==> src/rtl/nrsh_pkg.sv <==
package nrsh_pkg;

    localparam int COORD_W      = 32;
    localparam int MAX_SEGMENTS = 256;
    localparam int ADDR_W       = $clog2(MAX_SEGMENTS);
    localparam int CNT_W        = ADDR_W + 1;
    localparam int SEG_W        = 2 * COORD_W;

    // coordinate differences carry one extra bit, products of two of them
    localparam int DIFF_W = COORD_W + 1;
    localparam int PROD_W = 2 * DIFF_W;
    localparam int ACC_W  = PROD_W + 2;
    localparam int MAG_W  = ACC_W - 1;
    localparam int Q_W    = DIFF_W + 1;
    localparam int DIST_W = PROD_W + 1;

    localparam int SCNT_W  = 9;
    localparam int MDIST_W = 63;
    localparam int PADDR_W = 4;
    localparam int PDATA_W = 64;

    localparam logic FUNC_LOAD  = 1'b0;
    localparam logic FUNC_QUERY = 1'b1;

    localparam logic REG_SEG_COUNT = 1'b0;
    localparam logic REG_MAX_DIST  = 1'b1;

endpackage

==> src/rtl/nrsh_scale.sv <==
// floor(m * num / den) for 0 <= num <= den, one multiplier bit per cycle
module nrsh_scale (
    input  logic                                 clk,
    input  logic                                 rst_n,
    input  logic                                 go,
    input  logic signed [nrsh_pkg::DIFF_W-1:0]   m,
    input  logic        [nrsh_pkg::MAG_W-1:0]    num,
    input  logic        [nrsh_pkg::MAG_W-1:0]    den,
    output logic                                 done,
    output logic signed [nrsh_pkg::Q_W:0]        q
);
    import nrsh_pkg::*;

    localparam int STEPS = DIFF_W;
    localparam int SC_W  = $clog2(STEPS);
    localparam logic [SC_W-1:0] LAST = SC_W'(STEPS - 1);

    logic              run_reg;
    logic              done_reg;
    logic [SC_W-1:0]   cnt_reg;
    logic              neg_reg;
    logic [DIFF_W-1:0] mag_reg;
    logic [MAG_W-1:0]  num_reg;
    logic [MAG_W-1:0]  den_reg;
    logic [MAG_W-1:0]  r_reg;
    logic [Q_W-1:0]    q_reg;

    logic [MAG_W+1:0]  r2;
    logic [MAG_W+1:0]  den1;
    logic [MAG_W+1:0]  den2;
    logic [MAG_W-1:0]  r_next;
    logic [1:0]        qadd;
    logic [Q_W-1:0]    q_next;
    logic [Q_W:0]      qe;
    logic [Q_W:0]      rnd;

    always_comb
    begin
        r2   = {1'b0, r_reg, 1'b0} + (mag_reg[DIFF_W-1] ? {2'b0, num_reg} : '0);
        den1 = {2'b0, den_reg};
        den2 = {1'b0, den_reg, 1'b0};
        priority if (r2 >= den2)
        begin
            r_next = MAG_W'(r2 - den2);
            qadd   = 2'd2;
        end
        else if (r2 >= den1)
        begin
            r_next = MAG_W'(r2 - den1);
            qadd   = 2'd1;
        end
        else
        begin
            r_next = MAG_W'(r2);
            qadd   = 2'd0;
        end
        q_next = {q_reg[Q_W-2:0], 1'b0} + {{(Q_W-2){1'b0}}, qadd};
        qe     = {1'b0, q_reg};
        rnd    = {{Q_W{1'b0}}, (r_reg != '0)};
        q      = neg_reg ? $signed(-(qe + rnd)) : $signed(qe);
    end

    assign done = done_reg;

    always_ff @(posedge clk or negedge rst_n)
    begin
        if (!rst_n)
        begin
            run_reg  <= 1'b0;
            done_reg <= 1'b0;
            cnt_reg  <= '0;
        end
        else
        begin
            done_reg <= 1'b0;
            if (go)
            begin
                run_reg <= 1'b1;
                cnt_reg <= '0;
                neg_reg <= m[DIFF_W-1];
                mag_reg <= m[DIFF_W-1] ? DIFF_W'(-m) : DIFF_W'(m);
                num_reg <= num;
                den_reg <= den;
                r_reg   <= '0;
                q_reg   <= '0;
            end
            else if (run_reg)
            begin
                r_reg   <= r_next;
                q_reg   <= q_next;
                mag_reg <= {mag_reg[DIFF_W-2:0], 1'b0};
                cnt_reg <= cnt_reg + 1'b1;
                if (cnt_reg == LAST)
                begin
                    run_reg  <= 1'b0;
                    done_reg <= 1'b1;
                end
            end
        end
    end

endmodule

==> config.mk <==
export PLATFORM = sky130hd
export DESIGN_NAME = nrsh_scale
export DESIGN_NICKNAME = d
export VERILOG_FILES = /design/src/rtl/nrsh_pkg.sv /design/src/rtl/nrsh_scale.sv
export SDC_FILE = /design/constraint.sdc
export NUM_CORES = 1
export LEC_CHECK = 0
export BUFFER_PORTS_ARGS = -buffer_cell sky130_fd_sc_hd__clkbuf_2
export CELL_PAD_IN_SITES_DETAIL_PLACEMENT = 1
export CELL_PAD_IN_SITES_GLOBAL_PLACEMENT = 1
export CORE_MARGIN = 2
export CORE_UTILIZATION = 25
export CTS_BUF_LIST = sky130_fd_sc_hd__clkbuf_8
export CTS_CLUSTER_DIAMETER = 100
export DETAILED_ROUTE_END_ITERATION = 10
export PLACE_DENSITY = 0.56
export SLEW_MARGIN = 0
export SYNTH_ARGS = -nofsm -noshare
export SYNTH_HDL_FRONTEND = slang
export SYNTH_SLANG_ARGS = --single-unit
==> constraint.sdc <==
create_clock -name clk -period 9.7 [get_ports clk]
set_input_delay 0.97 -clock clk [delete_from_list [all_inputs] [get_ports clk]]
set_output_delay 0.97 -clock clk [all_outputs]
set_load 0.01 [all_outputs]
; Word level (Yosys, flattened, before mapping)
; Cells that the tools add are included.
[op_classes]
muxes = 19
magnitude_cmp = 2
reduce_logical = 4
addsub = 8
shifts = 0
n_eq_ne = 1
n_div = 0
n_bitwise = 0
mul = 0
[ops]
columns = cell, n
row1 = $mux W67, 4
row2 = $sub A67 B67 Y67, 2
row3 = $mux W33, 3
row4 = $add A68 B67 Y69, 1
row5 = $ge A69 B67 Y1, 1
row6 = $ge A69 B68 Y1, 1
row7 = $reduce_bool A67 Y1, 1
row8 = $add A34 B1 Y35, 1
row9 = $mux W35, 1
row10 = $neg A35 Y35, 1
row11 = $add A34 B2 Y34, 1
row12 = $mux W34, 1
row13 = $neg A33 Y33, 1
row14 = $mux W6, 2
row15 = $mux W1, 7
row16 = $add A6 B1 Y6 const B, 1
row17 = $eq A6 B6 Y1 const B, 1
row18 = $reduce_and A2 Y1, 2
row19 = $mux W2, 1
row20 = $reduce_bool A2 Y1, 1
[word_totals]
mem_count = 0
mem_bits_rw = 0
output_inout_bits = 36
rom_bits = 0
latchBits = 0
reg_bits = 277

; Longest topological paths before layout
; Gate-level depths: netlist of the first run.
[logic_depth]
word_depth = 7
ltp_mapped = 37
ltp_nobuf = 33

; Worst setup path after synthesis of the first run
; No wires, ideal clock.
[synth_timing]
path_kind = flip-flop to flip-flop
start = register mag_reg[32]
end = register q_reg[33] (data pin)
path_slack_ns = 2.132
stages_incl_launch_ff = 35
synth_period_minus_slack_ns = 7.568
setup_time_ns = 0.167
n_path_buf = 4
arrival_ns = 7.401
required_ns = 9.533
path_cell_list = edfxtp_1 clkbuf_1 clkbuf_1 and2_1 ha_1 fa_1 a21oi_1 or3_1 a21oi_1 a211oi_2 a211oi_2 nor2_1 o21ai_0 a21oi_1 xnor2_1 ha_1 nand4_1 or4_1 or4_1 o21bai_1 a21o_1 a21o_1 a211oi_4 inv_2 clkbuf_1 ha_1 ha_1 nand3_1 nor2_1 and3_1 clkbuf_1 nand4_1 or2_2 xnor2_1 a211oi_1
[synth_via]
elab_chain_len = 7
elab_cells_between_ends = 8
classes_between = 2 x add/sub / 2 x order compare / 4 x mux
[synth_lines]
columns = item, line_no
row1 = start: declaration, nrsh_scale.sv:22  ; logic [DIFF_W-1:0] mag_reg;
row2 = start signal: assignment, nrsh_scale.sv:81  ; mag_reg <= m[DIFF_W-1] ? DIFF_W'(-m) : DIFF_W'(m);
row3 = start signal: assignment, nrsh_scale.sv:91  ; mag_reg <= {mag_reg[DIFF_W-2:0], 1'b0};
row4 = $mux W67 (*), nrsh_scale.sv:39  ; r2 = {1'b0, r_reg, 1'b0} + (mag_reg[DIFF_W-1] ? {2'b0, num_reg} : '0);
row5 = $add A68 B67 Y69 (*), nrsh_scale.sv:39
row6 = $ge A69 B67 Y1, nrsh_scale.sv:47  ; else if (r2 >= den1)
row7 = $mux W1, nrsh_scale.sv:47
row8 = $mux W2 (*), nrsh_scale.sv:42  ; priority if (r2 >= den2)
row9 = $add A34 B2 Y34 (*), nrsh_scale.sv:57  ; q_next = {q_reg[Q_W-2:0], 1'b0} + {{(Q_W-2){1'b0}}, qadd};
row10 = $mux W34 (*), nrsh_scale.sv:87  ; else if (run_reg)
row11 = end signal: assignment, nrsh_scale.sv:90  ; q_reg <= q_next;
row12 = end: declaration, nrsh_scale.sv:26  ; logic [Q_W-1:0] q_reg;
; Mark *: on every way between the ends. The rest lies on a longest branch, timed or not.
; A chain may end at the register's enable or synchronous reset.

; Worst setup path after layout of the first run
[layout_timing]
start = register mag_reg[32]
end = register r_reg[46] (data pin)
[layout_via]
elab_chain_len = 6
elab_cells_between_ends = 9
classes_between = 3 x add/sub / 2 x order compare / 4 x mux
[layout_lines]
columns = item, line_no
row1 = $mux W67 (*), nrsh_scale.sv:39
row2 = $add A68 B67 Y69 (*), nrsh_scale.sv:39
row3 = $sub A67 B67 Y67 / $ge A69 B67 Y1 (equally long branches), "nrsh_scale.sv:49, nrsh_scale.sv:47"
row4 = $mux W67, nrsh_scale.sv:47
row5 = $mux W67 (*), nrsh_scale.sv:42
row6 = $mux W67 (*), nrsh_scale.sv:87
row7 = end signal: assignment, nrsh_scale.sv:89  ; r_reg <= r_next;
row8 = end: declaration, nrsh_scale.sv:25  ; logic [MAG_W-1:0] r_reg;
; Marks and branches as above.

==> implementation parameters, run 1 <==
Parameter                              Value

Setup path
  Kind of end point of the critical path ... register
  Element type at the critical path start ... register
  Kind of cell adding the most delay to the critical path ... compound AO/OA/AOI/OAI gates
  Arrival time worst endpoint ... 9.12 ns
  Worst path bufs/invs ... 3
  Worst Setup Path Type ... reg -> reg
  Slowest stage delay, CP ... 0.67 ns
  Required time of the critical path ... 10.13 ns
  Worst Path Max Fanout ... 70
  Cell with the largest stage delay on the worst path ... sky130_fd_sc_hd__buf_4

Route
  Antenna-violating nets left ... 0
  Via count ... 25.4k
  Met3 layer wire length in the routed design ... 4170 um
  DRC violation count after routing ... 0
  Aggregate routed wire length ... 109,000 um
  Met2 Wirelength ... 50,100 um
  Number of vias per cell ... 5.23
  Top routing layer in use ... met5
  Pre-Repair DR Iteration Count ... 5
  Met1 wire length ... 52,600 um
  Number of DRC markers in iteration 0 ... 1,717
  Average wire length per cell after detail routing ... 22.5 um

Final layout
  Leading cell types in the layout, fill and taps excluded ... sky130_fd_sc_hd__a21oi_1, sky130_fd_sc_hd__nand2_1, sky130_fd_sc_hd__ha_1, sky130_fd_sc_hd__edfxtp_1, sky130_fd_sc_hd__nor2_1
  Utilization after layout ... 28.5%
  Synthesis-to-layout area growth ... 13.2%
  # nets final ... 3,850
  Summed area of non-filler cells in the final layout ... 0.0311 mm^2
  Most common cell after layout, fill and taps aside ... sky130_fd_sc_hd__a21oi_1
  Share of final-layout standard cells stronger than drive strength 1 ... 11.1%

Global route
  Gr ovfl total ... 0
  Global-route wire length before repair ... 165,000 um
  Largest net degree at the start of global routing ... 91
  Number of global-route vias before repair ... 25.9k
  Number of antenna violations at the first check in global routing ... 7
  All-layer global routing usage ... 19.0%

Synthesis
  Syn_nets ... 3,708
  Portion of the post-synthesis area used by sequential elements ... 30.2%
  Share of async-settable or async-resettable flops after synthesis ... 2.89%
  Avg Cell Area, Syn ... 8.40 um^2
  Synthesized instance count ... 3,265
  Commonest register cell after synthesis ... sky130_fd_sc_hd__edfxtp_1
  Number of flops mapped to enable cells by yosys ... 269
  Netlist area before placement ... 0.0274 mm^2
  Yosys warning total ... 0
  Unique cell type count in the Yosys netlist ... 88
  Flip-flop and latch count after synthesis ... 277

Clocking
  Clk buf depth ... 3
  Clock H-tree levels ... 2
  Clk_lat worst skew ... 0.78 ns
  Worst-path clk slew ... 0.06 ns
  Number of hold buffers added after cts ... 0
  CTS tree ... done
  Cells resized by post-CTS repair ... 0
  Cell chosen for the clock root ... sky130_fd_sc_hd__clkbuf_8
  Number of buffers added by the clock tree synthesis step ... 58
  Count of buffers added by post-CTS timing repair for setup ... 0
  TritonCTS sink count ... 277

STA
  Final Hold Vio Count ... 0
  Setup total negative slack ... 0 ns
  Final worst path period share ... 89.6%
  Slew @ Worst Pin ... 1.12 ns
  Fin. max-slew vios ... 0
  Time the worst path needs with I/O delays and setup ... 8.69 ns
  Tightest hold margin ... 0.132 ns
  Fmax ... 115 MHz
  Finish-stage setup viols ... 0
  Headroom to the max-slew limit ... 25.4%
  Setup repair after global routing missed its margin ... false
  Setup skew after layout ... 0.0657 ns

Place
  Detailed-placement wirelength estimate ... 87,300 um
  Area post-placement ... 0.0299 mm^2
  Number of buffers added on ports ... 205
  Placer Congestion ... 0.914

Die
  Core Box Area ... 0.109 mm^2
  Die ar. ... 0.112 mm^2
  Starting density of the core ... 25.2%
  Top-level port count ... 206
  X dimension of the die ... 335 um
  Die span in y ... 335 um
  Total number of placement rows ... 121

Power and ir drop
  Final total power ... 0.0127 W
  Power per unit of standard cell area ... 410 mW/mm^2
  Peak supply drop ... 0.000243 V
  Total leakage power ... 12.6 nW

Min path
  Type of the worst min-delay path ... in -> async

Job
  Number of maximum-capacitance constraint violations ... 0

Status
  Status ... finished clean
## cell usage after synthesis (79+ instances only)
cell type / count / area share (%)
sky130_fd_sc_hd__a21oi_1: 347 / 6.3
sky130_fd_sc_hd__nand2_1: 288 / 3.9
sky130_fd_sc_hd__ha_1: 270 / 12
sky130_fd_sc_hd__edfxtp_1: 269 / 29
sky130_fd_sc_hd__nor2_1: 262 / 3.6
sky130_fd_sc_hd__o21ai_0: 227 / 4.1
sky130_fd_sc_hd__xnor2_1: 172 / 5.5
sky130_fd_sc_hd__inv_1: 170 / 2.3
sky130_fd_sc_hd__clkbuf_1: 117 / 1.6
sky130_fd_sc_hd__xor2_1: 108 / 3.4
sky130_fd_sc_hd__a21o_1: 91 / 2.5
sky130_fd_sc_hd__and2_1: 84 / 1.9
sky130_fd_sc_hd__nand4_1: 79 / 1.8
## cell type report
type / count / area [um^2]
multi-input cells: 2664 / 17900
well taps: 1414 / 1770
clock inverters: 46 / 363
flip-flops and latches: 277 / 8280
repair buffers: 234 / 1290
clock buffers: 58 / 798
fillers: 12900 / 77800
diodes: 2 / 5.00
inverters: 172 / 646
## where the power goes
part | leakage, nW | total, W | internal, W | switching (W)
sequential | 2.72 | 0.00190 | 0.00166 | 0.000243
combinational | 9.27 | 0.00950 | 0.00342 | 0.00608
clock | 0.647 | 0.00132 | 0.000697 | 0.000625
total | 12.6 | 0.0127 | 0.00577 | 0.00695
## final timing paths
kind,slack (ns),from,cells after the start,to
max,1.01,mag_reg[32],26,r_reg[46]
min,0.13,rst_n,1,done
max reg2reg,1.01,mag_reg[32],26,r_reg[46]
min reg2reg,0.54,mag_reg[27],2,mag_reg[28]
max in group asynchronous,8.01,rst_n,2,run_reg
min in group clk,0.36,den[4],1,den_reg[4]
## kinds of logic after synthesis
logic type / synth area share [%]
xor+xnor: 8.94
mux: 1.44
compound gates: 24.8
simple gates: 17.5
buf+inv: 4.60
flops: 30.2
fa+ha+maj: 12.5
## metal layers
layer / global-route usage [%] / vias to the layer above
li1: - / 12300
met1: 26.6 / 12500
met2: 31.1 / 513
met3: 2.19 / 132
met4: 4.84 / 2
met5: 0 / -
## per-stage QoR
stage          cells  setup slack, ns
6_report        4867             1.01
5_1_grt         4866            0.331
4_1_cts         4865             1.02
3_5_place_dp    4761             1.08
3_3_place_gp    4761             1.24
2_1_floorplan   3265             2.13
(Power assumes the default switching activity.)
==> run 2: changes to the inputs <==
Settings changed: PLACE_DENSITY 0.56 to 0.54, SLEW_MARGIN 0 to unset.
==> run 2 against run 1 <==
Against the previous run: combinational power barely moved; sequential cell count did not move; setup slack got worse by 0.080 ns; global-route usage rose by 0.29 points; clock power rose by 5%; core utilization barely moved.
==> implementation parameters, run 2 (same netlist as run 1, synthesis figures left out) <==
Parameter                              Value

Status
  Status ... finished clean

STA
  Final Hold Vio Count ... 0
  Setup repair after global routing missed its margin ... false
  Time the worst path needs with I/O delays and setup ... 8.77 ns
  Slew @ Worst Pin ... 1.32 ns
  Final worst path period share ... 90.4%
  Setup ws final ... 0.928 ns
  Tightest hold margin ... 0.158 ns
  Fin. max-slew vios ... 0
  Setup total negative slack ... 0 ns
  Fmax ... 114 MHz
  Finish-stage setup viols ... 0
  Headroom to the max-slew limit ... 11.2%
  Setup skew after layout ... 0.0509 ns

Clocking
  Count of buffers added by post-CTS timing repair for setup ... 0
  Cell chosen for the clock root ... sky130_fd_sc_hd__clkbuf_8
  TritonCTS sink count ... 277
  Number of hold buffers added after cts ... 0
  Clk_lat worst skew ... 0.79 ns
  Worst-path clk slew ... 0.07 ns
  CTS tree ... done
  Clk buf depth ... 3
  Clock H-tree levels ... 2
  Cells resized by post-CTS repair ... 0
  Number of buffers added by the clock tree synthesis step ... 59

Global route
  Global-route wire length before repair ... 166,000 um
  Largest net degree at the start of global routing ... 87
  Number of antenna violations at the first check in global routing ... 4
  Gr ovfl total ... 0
  Number of global-route vias before repair ... 25.9k
  All-layer global routing usage ... 19.3%

Setup path
  Critical R2R Launch ... mag_reg[32]
  Worst Path Max Fanout ... 23
  Worst setup startpoint ... mag_reg[32]
  Worst Setup Path Type ... reg -> reg
  Required time of the critical path ... 10.19 ns
  Slowest stage delay, CP ... 0.79 ns
  Element type at the critical path start ... register
  Kind of end point of the critical path ... register
  Worst setup slack for register-to-register paths ... 0.93 ns
  Cell with the largest stage delay on the worst path ... sky130_fd_sc_hd__edfxtp_1
  Arrival time worst endpoint ... 9.26 ns

Route
  Pre-Repair DR Iteration Count ... 5
  Number of vias per cell ... 5.22
  Aggregate routed wire length ... 110,000 um
  Via count ... 25.4k
  Average wire length per cell after detail routing ... 22.7 um
  Number of DRC markers in iteration 0 ... 1,676
  Antenna-violating nets left ... 0
  DRC violation count after routing ... 0

Power and ir drop
  Peak supply drop ... 0.000233 V
  Total leakage power ... 12.7 nW
  Power per unit of standard cell area ... 411 mW/mm^2
  Final total power ... 0.0128 W

Final layout
  # nets final ... 3,850
  Share of final-layout standard cells stronger than drive strength 1 ... 11.5%
  Synthesis-to-layout area growth ... 13.4%
  Most common cell after layout, fill and taps aside ... sky130_fd_sc_hd__a21oi_1
  Leading cell types in the layout, fill and taps excluded ... sky130_fd_sc_hd__a21oi_1, sky130_fd_sc_hd__nand2_1, sky130_fd_sc_hd__ha_1, sky130_fd_sc_hd__edfxtp_1, sky130_fd_sc_hd__nor2_1
  Filler cell count in the final layout ... 13.0k

Place
  Minimum setup slack after placement ... 1.02 ns
  Detailed-placement wirelength estimate ... 88,400 um
  Placer Congestion ... 0.886
  Number of buffers added on ports ... 205

Die
  Core Box Area ... 0.109 mm^2
  Starting density of the core ... 25.2%
  Total number of placement rows ... 121
  Die span in y ... 335 um
  Top-level port count ... 206
  Die ar. ... 0.112 mm^2
  X dimension of the die ... 335 um

Job
  Number of maximum-capacitance constraint violations ... 0

Min path
  Type of the worst min-delay path ... in -> async
==> run 2: cell types whose count changed in the layout (fill, tap and decap cells not counted) <==
| cell | change |
|---|---|
| sky130_fd_sc_hd__clkinv_8 | -1 |
| sky130_fd_sc_hd__clkinvlp_4 | +2 |
| sky130_fd_sc_hd__clkinv_1 | -7 |
| sky130_fd_sc_hd__clkbuf_8 | +4 |
| sky130_fd_sc_hd__clkinv_4 | +2 |
| sky130_fd_sc_hd__inv_12 | +1 |
| sky130_fd_sc_hd__buf_12 | -3 |
| sky130_fd_sc_hd__clkinv_2 | +6 |
| sky130_fd_sc_hd__inv_1 | -4 |
| sky130_fd_sc_hd__diode_2 | +1 |
| sky130_fd_sc_hd__buf_4 | +2 |
==> run 2: through the flow <==
stage / cell area (um^2) / std cells / util, %
5_1_grt: 31100 / 4868 / 28.6
4_1_cts: 31100 / 4867 / 28.6
3_3_place_gp: 29900 / 4760 / 27.4
3_5_place_dp: 29900 / 4760 / 27.4
6_report: 31100 / 4870 / 28.6
2_1_floorplan: 27400 / 3265 / -
==> run 2: worst max-delay path, delay by kind of cell, from the launching register on <==
kind | cells | cell delay (ns)
compound gates | 11 | 2.03
xor+xnor | 2 | 0.35
fa+ha+maj | 3 | 1.01
buf+inv | 2 | 0.44
flops | 1 | 0.79
simple gates | 14 | 3.79
==> run 2: worst paths after layout <==
check | end | depth (start not counted)
setup / recovery | q_reg[32] | 32
setup reg to reg | q_reg[32] | 32
hold reg to reg | mag_reg[23] | 1
min in group clk | num_reg[64] | 1
max in group asynchronous | run_reg | 2
hold / removal | cnt_reg[2] | 1
==> run 2: layer usage <==
metal | global-route usage [%] | share of wire [%] | wire (um) | up-vias
li1 | - | - | - | 12300
met1 | 26.9 | 48 | 52500 | 12400
met2 | 31.5 | 46 | 50500 | 538
met3 | 2.59 | 4.6 | 5040 | 106
met4 | 4.62 | 2.2 | 2400 | 0
met5 | 0 | 0 | 0 | -
==> run 2: final cells by class <==
type | count | area, um^2 | area share, %
multi-input cells | 2664 | 17900 | 57.6
flip-flops and latches | 277 | 8280 | 26.6
well taps | 1414 | 1770 | 5.69
repair buffers | 233 | 1240 | 4.00
clock buffers | 62 | 853 | 2.74
inverters | 172 | 646 | 2.08
clock inverters | 45 | 384 | 1.23
diodes | 3 | 7.51 | 0.0241
==> run 2: power breakdown <==
| group | switching [W] | internal (W) |
|---|---|---|
| clock | 0.000651 | 0.000739 |
| sequential | 0.000251 | 0.00166 |
| combinational | 0.00611 | 0.00338 |
| total | 0.00701 | 0.00578 |
